**src/sv/assert_macros.svh**
```systemverilog
// Assertion macros shared by the identifier RTL.
`ifndef ASSERT_MACROS_SVH
`define ASSERT_MACROS_SVH
`define MPI_ASSERT_CLK(lbl, clk_s, rst_s, prop, msg) \
  lbl: assert property (@(posedge clk_s) disable iff (!rst_s) prop) else $error(msg);
`define MPI_ASSERT(lbl, prop, msg) \
  `MPI_ASSERT_CLK(lbl, clk, rst_n, prop, msg)
`endif

```
**src/sv/mpi_pkg.sv**
```systemverilog
// Shared widths, codes and types of the motor parameter identifier.
`timescale 1ns / 1ps
`default_nettype none
package mpi_pkg;
  localparam int SAMPLE_W  = 16;
  localparam int RESULT_W  = 32;
  localparam int TIMER_W   = 24;
  localparam int VOLT_W    = 15;
  localparam int SETTLE_W  = 16;
  localparam int GAIN_W    = 32;
  localparam int CFG_IDX_W = 3;
  localparam int DIV_NUM_W = 48;
  localparam int DIV_DEN_W = 17;

  localparam logic [2:0] PH_IDLE  = 3'd0;
  localparam logic [2:0] PH_HALF  = 3'd1;
  localparam logic [2:0] PH_FULL  = 3'd2;
  localparam logic [2:0] PH_PAUSE = 3'd3;
  localparam logic [2:0] PH_LD    = 3'd4;
  localparam logic [2:0] PH_LQ    = 3'd5;
  localparam logic [2:0] PH_FLUX  = 3'd6;
  localparam logic [2:0] PH_DONE  = 3'd7;

  localparam logic [1:0] MODE_OFF  = 2'd0;
  localparam logic [1:0] MODE_LS   = 2'd1;
  localparam logic [1:0] MODE_LDLQ = 2'd2;
  localparam logic [1:0] MODE_FLUX = 2'd3;

  localparam logic [2:0] CFG_MODE   = 3'd0;
  localparam logic [2:0] CFG_INJECT = 3'd1;
  localparam logic [2:0] CFG_FLUXV  = 3'd2;
  localparam logic [2:0] CFG_SETTLE = 3'd3;
  localparam logic [2:0] CFG_GAIN   = 3'd4;

  typedef struct packed {
    logic busy;
    logic done;
  } div_stat_t;
endpackage
`default_nettype wire

```
**src/sv/mpi_div.sv**
```systemverilog
// Iterative restoring divider, one quotient bit per cycle.
`timescale 1ns / 1ps
`default_nettype none
`include "assert_macros.svh"
module mpi_div #(
  parameter int NUM_W = mpi_pkg::DIV_NUM_W,
  parameter int DEN_W = mpi_pkg::DIV_DEN_W
) (
  input  wire logic                clk,
  input  wire logic                rst_n,
  input  wire logic                start,
  input  wire logic [NUM_W-1:0]    num,
  input  wire logic [DEN_W-1:0]    den,
  output mpi_pkg::div_stat_t       stat,
  output logic      [NUM_W-1:0]    quo
);
  localparam int CNT_W = $clog2(NUM_W + 1);

  logic [NUM_W-1:0] nq_r;
  logic [DEN_W-1:0] rem_r;
  logic [DEN_W-1:0] den_r;
  logic [CNT_W-1:0] cnt_r;
  logic             done_r;
  logic [DEN_W:0]   rem_sh;
  logic [DEN_W:0]   rem_sub;
  logic             ge;
  logic [DEN_W-1:0] rem_nxt;

  always_comb begin
    rem_sh  = {rem_r, nq_r[NUM_W-1]};
    rem_sub = rem_sh - {1'b0, den_r};
    ge      = rem_sh >= {1'b0, den_r};
    rem_nxt = ge ? rem_sub[DEN_W-1:0] : rem_sh[DEN_W-1:0];
  end

  always_ff @(posedge clk) begin
    if (!rst_n) begin
      cnt_r  <= '0;
      done_r <= 1'b0;
    end else begin
      done_r <= 1'b0;
      if (start) begin
        nq_r  <= num;
        rem_r <= '0;
        den_r <= den;
        cnt_r <= CNT_W'(NUM_W);
      end else if (cnt_r != '0) begin
        nq_r  <= {nq_r[NUM_W-2:0], ge};
        rem_r <= rem_nxt;
        cnt_r <= cnt_r - 1'b1;
        if (cnt_r == CNT_W'(1)) begin
          done_r <= 1'b1;
        end
      end
    end
  end

  assign stat.busy = cnt_r != '0;
  assign stat.done = done_r;
  assign quo       = nq_r;

  `MPI_ASSERT(a_div_start_busy, start |=> stat.busy, "Divider did not start after request.")
  `MPI_ASSERT(a_div_done_idle, done_r |-> (cnt_r == '0), "Divider flagged done while running.")
endmodule
`default_nettype wire

```
**src/sv/mpi_mul.sv**
```systemverilog
// Shared 32 by 32 unsigned multiplier with a registered product.
`timescale 1ns / 1ps
`default_nettype none
module mpi_mul (
  input  wire logic        clk,
  input  wire logic [31:0] a,
  input  wire logic [31:0] b,
  output logic      [63:0] p_r
);
  always_ff @(posedge clk) begin
    p_r <= {32'b0, a} * {32'b0, b};
  end
endmodule
`default_nettype wire

```
**src/sv/motor_parameter_identifier.sv**
```systemverilog
// Top level of the PMSM offline parameter identifier.
// A plain control step passes from S_STEP to S_OUT; an inductance step also passes
// through the multiply states S_M2, S_M3 and S_M4, and resistance and flux steps wait
// in S_DIV for the bit-serial divider. One word is in work at a time.
// Reset is synchronous and active low; it clears the sequence, the stored
// results and the configuration registers to their reset values (settle_r to 1000).
`timescale 1ns / 1ps
`default_nettype none
`include "assert_macros.svh"
module motor_parameter_identifier (
  input  wire logic                 clk,
  input  wire logic                 rst_n,
  input  wire logic                 in_valid,
  output logic                      in_ready,
  input  wire logic                 in_start_req,
  input  wire logic signed [15:0]   in_current_d,
  input  wire logic signed [15:0]   in_current_q,
  input  wire logic signed [15:0]   in_elec_speed,
  output logic                      out_valid,
  input  wire logic                 out_ready,
  output logic signed [15:0]        out_volt_d_cmd,
  output logic signed [15:0]        out_volt_q_cmd,
  output logic [2:0]                out_phase,
  output logic                      out_done_res,
  output logic                      out_fault,
  output logic [31:0]               out_resistance,
  output logic [31:0]               out_induct_d,
  output logic [31:0]               out_induct_q,
  output logic signed [31:0]        out_flux_linkage,
  input  wire logic                 cfg_valid,
  output logic                      cfg_ready,
  input  wire logic [2:0]           cfg_index,
  input  wire logic [31:0]          cfg_data
);
  localparam int TW = mpi_pkg::TIMER_W;

  typedef enum logic [8:0] {
    S_IDLE   = 9'b000000001,
    S_STEP   = 9'b000000010,
    S_M2     = 9'b000000100,
    S_M3     = 9'b000001000,
    S_M4     = 9'b000010000,
    S_F2     = 9'b000100000,
    S_DIV    = 9'b001000000,
    S_DIVEND = 9'b010000000,
    S_OUT    = 9'b100000000
  } st_t;

  typedef enum logic [5:0] {
    JOB_NONE = 6'b000001,
    JOB_RS   = 6'b000010,
    JOB_LDLQ = 6'b000100,
    JOB_LD   = 6'b001000,
    JOB_LQ   = 6'b010000,
    JOB_FLUX = 6'b100000
  } job_t;

  st_t  st_r;
  job_t job_r, job_nxt;

  logic [1:0]  mode_r;
  logic [14:0] uh_r, us_r;
  logic [15:0] settle_r;
  logic [31:0] gain_r;

  logic               start_r;
  logic signed [15:0] id_r, iq_r, we_r;

  logic [2:0]         phase_r, phase_nxt;
  logic [TW-1:0]      wait_r, wait_nxt, rise_r, rise_nxt, wait_tick, rise_tick, long_t;
  logic signed [15:0] half_r, half_nxt, full_r, full_nxt;
  logic [31:0]        res_r, res_nxt, ld_r, lq_r;
  logic signed [31:0] flux_r;
  logic               fault_r, fault_nxt;
  logic signed [15:0] ud_r, ud_nxt, uq_r, uq_nxt;

  logic signed [16:0] diff;
  logic signed [21:0] id_x, iq_x, full_x;
  logic               rise_d, rise_q;

  logic [31:0] mul_a, mul_b;
  logic [63:0] mul_p;
  logic [23:0] pp_r;
  logic [31:0] lo_r;
  logic [63:0] l_sum;
  logic [31:0] l_val;

  logic [15:0] abs_iq, abs_we;
  logic signed [49:0] sp, num;
  logic [49:0] mag;
  logic        qneg_r;

  logic                       div_start;
  logic [mpi_pkg::DIV_NUM_W-1:0] div_num, quo;
  logic [mpi_pkg::DIV_DEN_W-1:0] div_den;
  mpi_pkg::div_stat_t         div_stat;
  logic [31:0]                flux_sat;

  logic out_valid_r, out_load;

  assign in_ready  = st_r == S_IDLE;
  assign cfg_ready = 1'b1;
  assign out_valid = out_valid_r;
  assign out_load  = (st_r == S_OUT) && (!out_valid_r || out_ready);

  always_comb begin
    wait_tick = (wait_r != '1) ? wait_r + 1'b1 : wait_r;
    rise_tick = (rise_r != '1) ? rise_r + 1'b1 : rise_r;
    long_t    = TW'({settle_r, 3'b0}) + TW'({settle_r, 1'b0});
    diff      = 17'(id_r) - 17'(half_r);
    id_x      = 22'(id_r);
    iq_x      = 22'(iq_r);
    full_x    = 22'(full_r);
    rise_d    = (id_x * 22'sd20) >= (full_x * 22'sd19);
    rise_q    = (iq_x * 22'sd20) >= (full_x * 22'sd19);
  end

  always_comb begin
    phase_nxt = phase_r;
    wait_nxt  = wait_r;
    rise_nxt  = rise_r;
    half_nxt  = half_r;
    full_nxt  = full_r;
    fault_nxt = fault_r;
    res_nxt   = res_r;
    ud_nxt    = '0;
    uq_nxt    = '0;
    job_nxt   = JOB_NONE;
    if (phase_r == mpi_pkg::PH_IDLE || phase_r == mpi_pkg::PH_DONE) begin
      if (start_r && (mode_r == mpi_pkg::MODE_LS || mode_r == mpi_pkg::MODE_LDLQ)) begin
        phase_nxt = mpi_pkg::PH_HALF;
        wait_nxt  = '0;
        fault_nxt = 1'b0;
        ud_nxt    = {2'b0, uh_r[14:1]};
      end else if (start_r && mode_r == mpi_pkg::MODE_FLUX) begin
        phase_nxt = mpi_pkg::PH_FLUX;
        wait_nxt  = '0;
        fault_nxt = 1'b0;
        uq_nxt    = {1'b0, us_r};
      end
    end else if (mode_r == mpi_pkg::MODE_OFF) begin
      phase_nxt = mpi_pkg::PH_IDLE;
      wait_nxt  = '0;
      rise_nxt  = '0;
    end else begin
      unique case (phase_r)
        mpi_pkg::PH_HALF: begin
          wait_nxt = wait_tick;
          if (wait_tick >= TW'(settle_r)) begin
            half_nxt  = id_r;
            phase_nxt = mpi_pkg::PH_FULL;
            wait_nxt  = '0;
            ud_nxt    = {1'b0, uh_r};
          end else begin
            ud_nxt = {2'b0, uh_r[14:1]};
          end
        end
        mpi_pkg::PH_FULL: begin
          wait_nxt = wait_tick;
          if (wait_tick >= TW'(settle_r)) begin
            full_nxt  = id_r;
            phase_nxt = mpi_pkg::PH_PAUSE;
            wait_nxt  = '0;
            if (diff == '0) begin
              fault_nxt = 1'b1;
            end else if (diff < 0) begin
              res_nxt = '0;
            end else begin
              job_nxt = JOB_RS;
            end
          end else begin
            ud_nxt = {1'b0, uh_r};
          end
        end
        mpi_pkg::PH_PAUSE: begin
          wait_nxt = wait_tick;
          if (wait_tick >= long_t) begin
            phase_nxt = mpi_pkg::PH_LD;
            wait_nxt  = '0;
            rise_nxt  = '0;
            ud_nxt    = {1'b0, uh_r};
          end
        end
        mpi_pkg::PH_LD: begin
          rise_nxt = rise_tick;
          if (rise_d) begin
            if (mode_r == mpi_pkg::MODE_LS) begin
              job_nxt   = JOB_LDLQ;
              phase_nxt = mpi_pkg::PH_DONE;
            end else begin
              job_nxt   = JOB_LD;
              phase_nxt = mpi_pkg::PH_LQ;
              uq_nxt    = {1'b0, uh_r};
            end
          end else begin
            ud_nxt = {1'b0, uh_r};
          end
        end
        mpi_pkg::PH_LQ: begin
          rise_nxt = rise_tick;
          if (rise_q) begin
            job_nxt   = JOB_LQ;
            phase_nxt = mpi_pkg::PH_DONE;
          end else begin
            uq_nxt = {1'b0, uh_r};
          end
        end
        default: begin
          wait_nxt = wait_tick;
          if (wait_tick >= long_t) begin
            wait_nxt  = '0;
            phase_nxt = mpi_pkg::PH_DONE;
            if (we_r == '0) begin
              fault_nxt = 1'b1;
            end else begin
              job_nxt = JOB_FLUX;
            end
          end else begin
            uq_nxt = {1'b0, us_r};
          end
        end
      endcase
    end
  end

  always_comb begin
    abs_iq = iq_r[15] ? 16'(-iq_r) : 16'(iq_r);
    abs_we = we_r[15] ? 16'(-we_r) : 16'(we_r);
    mul_a  = res_r;
    mul_b  = 32'(rise_nxt);
    unique case (st_r)
      S_STEP: begin
        if (job_nxt == JOB_FLUX) begin
          mul_a = {16'b0, abs_iq};
          mul_b = res_r;
        end
      end
      S_M2: begin
        mul_a = mul_p[31:0];
        mul_b = gain_r;
      end
      S_M3: begin
        mul_a = {8'b0, pp_r};
        mul_b = gain_r;
      end
      default: begin
      end
    endcase
    l_sum = mul_p + {32'b0, lo_r};
    l_val = (l_sum[63:32] != '0) ? '1 : l_sum[31:0];
    sp    = iq_r[15] ? -$signed({2'b0, mul_p[47:0]}) : $signed({2'b0, mul_p[47:0]});
    num   = $signed({19'b0, us_r, 16'b0}) - sp;
    mag   = num[49] ? 50'(-num) : 50'(num);
    if (qneg_r) begin
      flux_sat = (quo > 48'h80000000) ? 32'h80000000 : 32'(-quo[31:0]);
    end else begin
      flux_sat = (quo > 48'h7FFFFFFF) ? 32'h7FFFFFFF : quo[31:0];
    end
    div_start = 1'b0;
    div_num   = {17'b0, uh_r, 16'b0};
    div_den   = {diff[15:0], 1'b0};
    if (st_r == S_STEP && job_nxt == JOB_RS) begin
      div_start = 1'b1;
    end else if (st_r == S_F2) begin
      div_start = 1'b1;
      div_num   = mag[47:0];
      div_den   = {1'b0, abs_we};
    end
  end

  mpi_mul u_mul (
    .clk (clk),
    .a   (mul_a),
    .b   (mul_b),
    .p_r (mul_p)
  );

  mpi_div #(
    .NUM_W (mpi_pkg::DIV_NUM_W),
    .DEN_W (mpi_pkg::DIV_DEN_W)
  ) u_div (
    .clk   (clk),
    .rst_n (rst_n),
    .start (div_start),
    .num   (div_num),
    .den   (div_den),
    .stat  (div_stat),
    .quo   (quo)
  );

  always_ff @(posedge clk) begin
    if (!rst_n) begin
      st_r        <= S_IDLE;
      job_r       <= JOB_NONE;
      mode_r      <= mpi_pkg::MODE_OFF;
      uh_r        <= '0;
      us_r        <= '0;
      settle_r    <= 16'd1000;
      gain_r      <= '0;
      phase_r     <= mpi_pkg::PH_IDLE;
      wait_r      <= '0;
      rise_r      <= '0;
      half_r      <= '0;
      full_r      <= '0;
      res_r       <= '0;
      ld_r        <= '0;
      lq_r        <= '0;
      flux_r      <= '0;
      fault_r     <= 1'b0;
      out_valid_r <= 1'b0;
    end else begin
      if (cfg_valid) begin
        unique case (cfg_index)
          mpi_pkg::CFG_MODE:   mode_r   <= cfg_data[1:0];
          mpi_pkg::CFG_INJECT: uh_r     <= cfg_data[14:0];
          mpi_pkg::CFG_FLUXV:  us_r     <= cfg_data[14:0];
          mpi_pkg::CFG_SETTLE: settle_r <= cfg_data[15:0];
          mpi_pkg::CFG_GAIN:   gain_r   <= cfg_data;
          default: begin
          end
        endcase
      end
      if (out_load) begin
        out_valid_r <= 1'b1;
      end else if (out_valid_r && out_ready) begin
        out_valid_r <= 1'b0;
      end
      unique case (st_r)
        S_IDLE: begin
          if (in_valid) begin
            start_r <= in_start_req;
            id_r    <= in_current_d;
            iq_r    <= in_current_q;
            we_r    <= in_elec_speed;
            st_r    <= S_STEP;
          end
        end
        S_STEP: begin
          phase_r <= phase_nxt;
          wait_r  <= wait_nxt;
          rise_r  <= rise_nxt;
          half_r  <= half_nxt;
          full_r  <= full_nxt;
          fault_r <= fault_nxt;
          res_r   <= res_nxt;
          ud_r    <= ud_nxt;
          uq_r    <= uq_nxt;
          job_r   <= job_nxt;
          unique case (job_nxt)
            JOB_NONE: st_r <= S_OUT;
            JOB_RS:   st_r <= S_DIV;
            JOB_FLUX: st_r <= S_F2;
            default:  st_r <= S_M2;
          endcase
        end
        S_M2: begin
          pp_r <= mul_p[55:32];
          st_r <= S_M3;
        end
        S_M3: begin
          lo_r <= mul_p[63:32];
          st_r <= S_M4;
        end
        S_M4: begin
          rise_r <= '0;
          if (job_r != JOB_LQ) begin
            ld_r <= l_val;
          end
          if (job_r != JOB_LD) begin
            lq_r <= l_val;
          end
          st_r <= S_OUT;
        end
        S_F2: begin
          qneg_r <= num[49] ^ we_r[15];
          st_r   <= S_DIV;
        end
        S_DIV: begin
          if (div_stat.done) begin
            st_r <= S_DIVEND;
          end
        end
        S_DIVEND: begin
          if (job_r == JOB_RS) begin
            res_r <= quo[31:0];
          end else begin
            flux_r <= flux_sat;
          end
          st_r <= S_OUT;
        end
        default: begin
          if (out_load) begin
            st_r <= S_IDLE;
          end
        end
      endcase
    end
  end

  always_ff @(posedge clk) begin
    if (out_load) begin
      out_volt_d_cmd   <= ud_r;
      out_volt_q_cmd   <= uq_r;
      out_phase        <= phase_r;
      out_done_res     <= phase_r == mpi_pkg::PH_DONE;
      out_fault        <= fault_r;
      out_resistance   <= res_r;
      out_induct_d     <= ld_r;
      out_induct_q     <= lq_r;
      out_flux_linkage <= flux_r;
    end
  end

  `MPI_ASSERT(a_idle_counters_clear, (phase_r == mpi_pkg::PH_IDLE) |-> (wait_r == '0 && rise_r == '0), "Counters not clear in idle phase.")
  `MPI_ASSERT(a_div_only_in_div, div_stat.busy |-> (st_r == S_DIV), "Divider running outside the divide state.")
  `MPI_ASSERT(a_no_accept_in_work, (st_r != S_IDLE) |-> !in_ready, "Word accepted while a step is in work.")
endmodule
`default_nettype wire
```
**config.mk**
```make
export PLATFORM = sky130hd
export DESIGN_NAME = motor_parameter_identifier
export DESIGN_NICKNAME = d
export VERILOG_FILES = /design/src/sv/mpi_pkg.sv /design/src/sv/mpi_div.sv /design/src/sv/mpi_mul.sv /design/src/sv/motor_parameter_identifier.sv
export VERILOG_INCLUDE_DIRS = /design/src /design/src/sv
export SDC_FILE = /design/constraint.sdc
export NUM_CORES = 2
export LEC_CHECK = 0
export BUFFER_PORTS_ARGS = -buffer_cell sky130_fd_sc_hd__buf_2
export CAP_MARGIN = 20
export CELL_PAD_IN_SITES_DETAIL_PLACEMENT = 0
export CELL_PAD_IN_SITES_GLOBAL_PLACEMENT = 1
export CORE_UTILIZATION = 35
export CTS_CLUSTER_SIZE = 30
export DETAILED_ROUTE_END_ITERATION = 7
export GPL_TIMING_DRIVEN = 0
export PLACE_DENSITY = 0.67
export SETUP_SLACK_MARGIN = 0.15
export SYNTH_ARGS = -nofsm -noshare
export SYNTH_HDL_FRONTEND = slang
export SYNTH_HIERARCHICAL = 1
export SYNTH_SLANG_ARGS = --single-unit
```
**constraint.sdc**
```tcl
create_clock -name clk -period 12.65 [get_ports clk]
set_clock_uncertainty 0.2 [all_clocks]
set_input_delay 1.8975 -clock clk [delete_from_list [all_inputs] [get_ports clk]]
set_output_delay 1.8975 -clock clk [all_outputs]
set_load 0.005 [all_outputs]
```
* Word-level counts from Yosys, hierarchy flattened *
Index checks and enable logic that the tools add are counted.

operators by class
  $lt $le $gt $ge = 8
  muxes and demuxes = 103
  eq/ne operators = 51
  multiply operators = 4
  add/sub/neg operators = 13
  reduce and logical (&&, ||, !) cells = 56
  bitwise logic cells = 7

operator list
  kind                                                              number
  two-way mux 32 bit                                                13
  two-way mux 24 bit                                                11
  two-way mux 48 bit                                                5
  two-way mux 15 bit                                                12
  one-hot mux 24 bit (2 select lines)                               3
  one-hot mux 32 bit (2 select lines)                               2
  one-hot mux 32 bit (3 select lines)                               1
  two-way mux 17 bit                                                4
  adder 64 x 32 -> 64 bit                                           1
  multiplier 32 x 32 -> 64 bit                                      1
  two-way mux 16 bit                                                4
  one-hot mux 9 bit (7 select lines)                                1
  one-hot mux 15 bit (4 select lines)                               1
  two-way mux 50 bit                                                1
  negator 48 -> 50 bit                                              1
  subtractor 32 x 50 -> 50 bit                                      1
  adder 24 x 1 -> 24 bit (second input constant)                    2
  greater-than comparator 48 x 31 -> 1 bit (second input constant)  1
  greater-than comparator 48 x 32 -> 1 bit (second input constant)  1
  != test 24 bit (second input constant)                            2
  negator 48 bit                                                    1
  one-hot mux 15 bit (3 select lines)                               1
  greater-or-equal comparator 22 bit                                2
  multiplier 16 x 4 -> 20 bit (second input constant)               2
  69 further kinds                                                  168

storage, ports and cells
  output and inout port bits = 168
  register bits after elaboration = 764
  logic and storage cells = 286

* Longest topological paths before layout *
  depth after elaboration = 13
  gate-level depth with buffers = 56
  gate-level depth less buffers = 53

* By module *
The synthesis kept the hierarchy.

modules (own cells, without submodules)
  module                      area each (sq um)  sequential area each (sq um)  cells an instance  times used
  motor_parameter_identifier  39,016.2           15,144.5                      4,398              1
  mpi_mul                     34,593.2           1,281.2                       3,760              1
  mpi_div                     4,631.9            2,602.5                       367                1

* Least setup slack after synthesis *
Ideal clock, no wire load.

  path kind = register -> register
  start point = register settle_r[2]
  end point = register u_mul.p_r[40]
  stages on the path, launching flop included = 54
  setup time = 0.126 ns
  slack = 1.059 ns
  data required time = 12.324 ns
  arrival time = 11.266 ns
  cells stage by stage = dfxtp_1 ha_1 fa_1 a21o_1 a21oi_1 o21bai_1 a21oi_1 o21bai_1 a21oi_1 o21bai_1 a21oi_1 o21bai_1 a21oi_1 o21bai_1 a21oi_1 xnor2_1 ha_1 o2111ai_1 (+18 left out) fa_1 inv_1 fa_1 inv_1 fa_1 inv_1 fa_1 inv_1 ha_1 nand2_1 o21ai_1 nor2_1 and2_1 a211o_1 o31a_1 o21ai_1 a21boi_1 xnor2_1

on the way
  word-level cells in the longest chain between the ends = 10
  elaborated cells on any way between the ends = 18

ends and longest elaborated chain
  item                                          line                                                                  RTL
  start: declaration                            motor_parameter_identifier.sv:63                                      logic [15:0] settle_r;
  start signal: assignment                      motor_parameter_identifier.sv:317                                     mpi_pkg::CFG_SETTLE: settle_r <= cfg_data[15:0];
  adder 19 x 17 -> 20 bit                       motor_parameter_identifier.sv:109                                     long_t = TW'({settle_r, 3'b0}) + TW'({settle_r, 1'b0});
  greater-or-equal comparator 24 x 20 -> 1 bit  motor_parameter_identifier.sv:177, motor_parameter_identifier.sv:210
  two-way mux 6 bit                             motor_parameter_identifier.sv:210                                     if (wait_tick >= long_t) begin
  one-hot mux 6 bit (4 select lines)            motor_parameter_identifier.sv:146                                     unique case (phase_r)
  two-way mux 6 bit                             motor_parameter_identifier.sv:141                                     end else if (mode_r == mpi_pkg::MODE_OFF) begin
  two-way mux 6 bit                             motor_parameter_identifier.sv:129                                     if (phase_r == mpi_pkg::PH_IDLE || phase_r == mpi_pkg::PH_DONE) begin
  == test 6 bit                                 motor_parameter_identifier.sv:233                                     if (job_nxt == JOB_FLUX) begin
  two-way mux 32 bit                            motor_parameter_identifier.sv:233
  one-hot mux 32 bit (2 select lines) (*)       motor_parameter_identifier.sv:231                                     unique case (st_r)
  named net mul_b[6]                            motor_parameter_identifier.sv:81                                      logic [31:0] mul_a, mul_b;
  multiplier 32 x 32 -> 64 bit (*)              mpi_mul.sv:11                                                         p_r <= {32'b0, a} * {32'b0, b};
  end signal: assignment                        mpi_mul.sv:11
  end: declaration                              mpi_mul.sv:8                                                          output logic [63:0] p_r

Mark *: on every way through the listed nets, which the timed path passes. The rest lies on a longest branch.
A chain may end at the register's enable or synchronous reset.

* Final worst setup path *
  start point = register settle_r[4]
  end point = register u_mul.p_r[54]

on the way
  word-level cells in the longest chain between the ends = 10
  elaborated cells on any way between the ends = 18

ends and longest elaborated chain
  item                                          line
  adder 19 x 17 -> 20 bit                       motor_parameter_identifier.sv:109
  greater-or-equal comparator 24 x 20 -> 1 bit  motor_parameter_identifier.sv:210
  two-way mux 6 bit                             motor_parameter_identifier.sv:210
  one-hot mux 6 bit (4 select lines) (*)        motor_parameter_identifier.sv:146
  two-way mux 6 bit (*)                         motor_parameter_identifier.sv:141
  two-way mux 6 bit (*)                         motor_parameter_identifier.sv:129
  == test 6 bit (*)                             motor_parameter_identifier.sv:233
  two-way mux 32 bit (*)                        motor_parameter_identifier.sv:233
  one-hot mux 32 bit (3 select lines) (*)       motor_parameter_identifier.sv:231
  named net mul_a[23]                           motor_parameter_identifier.sv:81
  multiplier 32 x 32 -> 64 bit (*)              mpi_mul.sv:11

Marked as above.

==> summary.txt <==
Power
  • Peak supply drop: 0.101 mV
  • Final total power: 0.00679 W
  • Combinational share of power: 0.179
  • Pleak: 39.3 nW
  • Switching power: 0.00206 W
  • Clock share of power: 0.386
  • Flop pwr share: 0.435
  • Power Density: 75.0 nW/um2
  • P_int: 0.00473 W
  • Switching share of power: 0.303

Hold path
  • Worst Hold Class: register to register
  • Hold Crit Depth: 0

STA
  • Fin crit share: 0.977
  • Least-Margin Pin Slew: 1.14 ns
  • Final hold slack: 0.201 ns
  • Max Fclk: 80.9 MHz
  • Setup Viol. Count Final: 0
  • Setup ws final: 0.296 ns
  • Worst relative slew slack: 0.240
  • Hold Fails Final Rpt: 0
  • Final Max Tran Viols: 0
  • Tmin final: 12.35 ns
  • RSZ-0062 raised after global routing: yes
  • TNS Setup: 0 ns

Detailed routing
  • WL/cell: 26.8 um
  • Drt drc: 0
  • Total Routed Length: 323000 um
  • Via count: 66400
  • Antenna-violating nets left: 0
  • Via density: 5.50
  • DR iter-0 viols: 5871
  • Pre-Repair DR Iteration Count: 8

Synthesis
  • Asr flop ratio synth: 0
  • Warnings from Yosys: 6
  • Post-synth EDFFs: 381
  • Flops & latches, synth: 760
  • Post-synth cell types: 118
  • Syn avg cell area: 9.18 um2
  • Ys flop type: edfxtp_1
  • Syn Inst Count: 8525
  • Mapped Area: 78200 um2
  • Seq/Total Area, Yosys: 0.243

Clock tree
  • Clk Latency, worst-skew pair: 0.75 ns
  • CTS root buffer: clkbuf_16
  • Clock Tree Buf Depth: 3
  • Reg clk slew, reported paths: 0.06 ns
  • TritonCTS clock tree: yes
  • Cts bufs inserted: 83
  • # clock sinks: 760
  • H-tree levels: 3
  • Cts hold-fix bufs: 0

Floorplanning
  • Row count: 173
  • Die area: 225000 um2
  • Area of the core: 222000 um2
  • Die Y: 475 um
  • Io pins: 257
  • Starting Density: 0.352
  • Chip width: 475 um

Final layout
  • Commonest non-fill, non-tap cell in the layout: inv_1
  • Area Growth Syn to Fin: 15.6%
  • Fin nets: 10600
  • Layout cell share with drive strength beyond 1: 0.130
  • Max reg flops: 64
  • Most flops, register: u_mul/p_r
  • Most frequent cells in the layout: 1038 x inv_1, 925 x nand2_1, 855 x fa_1

Critical path
  • Critical path's largest stage delay: 0.61 ns
  • Levels on crit path: 49
  • Reg2reg start: settle_r[4]
  • Crit-path slowest cell: fa_2
  • Setup CP Type: register to register
  • Crit path DAT: 12.77 ns
  • Reg2Reg Depth: 49
  • CP top delay family: adder cells
  • Flop2flop setup slack: 0.30 ns
  • Required @ worst endpoint: 13.06 ns
  • Worst R2R End: u_mul/p_r[54]
  • CP endpoint kind: register
  • CP startpoint: settle_r[4]
  • Worst-path fanout max: 10
  • Critical path buffers and inverters: 6
  • Crit path launch type: register
  • Critical Path End: u_mul/p_r[54]

Place
  • Port Buffers: 253
  • DP Worst Slack: -2.70 ns
  • Routability Congestion: 1.01
  • DP Wirelength: 261000 um

Global routing
  • Initial antenna violation count: 39
  • Tot GR Track Use: 0.282
  • Pin count of the biggest net entering global routing: 97
  • Vias in the first global route: 65900
  • First-pass GRT wire length: 461000 um
  • GRT overflow: 0

Run
  • Max-cap violation count: 0

Run status
  • Status: complete, no violations
## routing by layer
layer | vias to the layer above | part of all wire | GRT usage
li1 | 29500 | - | -
met1 | 33300 | 0.42 | 0.373
met2 | 2923 | 0.44 | 0.441
met3 | 657 | 0.085 | 0.0559
met4 | 4 | 0.055 | 0.134
met5 | - | 0.000071 | 0
## worst reg2reg max path: cells and delay by family (launching register included)
| family | cells | cell delay (ns) |
|---|---|---|
| xor+xnor | 1 | 0.22 |
| compound gates | 20 | 3.18 |
| flops | 1 | 0.36 |
| fa+ha+maj | 11 | 5.27 |
| simple gates | 11 | 2.21 |
| buf+inv | 6 | 0.81 |
## power groups by stage
stage                     registers [W]  clock network (W)  logic [W]
after floorplan                 0.00290                  0   0.000851
after detailed placement        0.00300                  0    0.00118
final                           0.00295            0.00262    0.00122
after global routing            0.00296            0.00276    0.00135
after CTS                       0.00295            0.00267    0.00120
after global placement          0.00301                  0    0.00115
## through the flow
step | cell area, um2 | cells | utilization
global placement | 83200 | 11800 | 0.374
CTS | 88800 | 12000 | 0.399
floorplan | 78200 | 8526 | -
detailed placement | 83700 | 11800 | 0.377
finish | 90500 | 12100 | 0.407
global route | 90500 | 12100 | 0.407
## final cells by class
type | instances | area (um2)
fill | 22300 | 132000
inverter | 1063 | 4000
clock inverter | 49 | 671
multi-input combinational | 6226 | 54900
tap | 2975 | 3720
sequential | 760 | 19000
buffer | 475 | 3140
timing repair buffer | 396 | 2640
clock buffer | 106 | 2280
antenna | 18 | 45.0
## worst min path at each step
stage / startpoint / end / slack [ns]
2_1_floorplan: ud_r[0] / out_volt_d_cmd[0] / 0.20
3_3_place_gp: uq_r[11] / out_volt_q_cmd[11] / 0.21
3_5_place_dp: ud_r[11] / out_volt_d_cmd[11] / 0.21
4_1_cts: flux_r[5] / out_flux_linkage[5] / 0.19
5_1_grt: flux_r[5] / out_flux_linkage[5] / 0.20
6_report: flux_r[5] / out_flux_linkage[5] / 0.20
## kinds of logic after synthesis
kind of cell    after synthesis  share of synthesized area
fa+ha+maj                  1459                      0.321
mux                          96                     0.0131
buf+inv                    1540                     0.0753
simple gates               2761                      0.179
xor+xnor                    362                     0.0405
compound gates             1545                      0.128
other cells                   2                  0.0000960
flops                       760                      0.243
## cell usage after synthesis, types with 27 or more instances
cell      number  area, um2
a22oi_1       91        683
nand4_1       76        475
nor3_1       115        576
o211ai_1      28        210
nand3b_1      32        240
or3_1         61        382
nor2b_1       52        325
o21bai_1      39        293
a211oi_1      42        315
a31oi_1       57        357
and2_1       626       3920
clkbuf_1     434       1630
nor4_1        89        557
mux2i_1       47        470
dfxtp_1      379       7590
nand2b_1      39        244
ha_1         544       6810
nand3_1      124        621
or2_2         27        169
nand2_1      974       3660
inv_1       1059       3980
o21ai_0      347       1740
o21a_1        34        255
a21oi_1      441       2210
xor2_1       140       1230
o31ai_1       43        323
a21o_1       124        931
edfxtp_1     381      11400
nor2_1       377       1420
fa_1         915      18300
a22o_1        51        447
mux2_2        49        552
xnor2_1      222       1940
and3_1        50        313
## timing repair
action | CTS | global route
setup buffers | 26 | 78
resized for setup | 577 | 360
pin swaps | 35 | 110
endpoints found under the setup margin | 52 | 37
gates cloned | 2 | 3
Note: power is estimated with default switching activity, not from simulation.
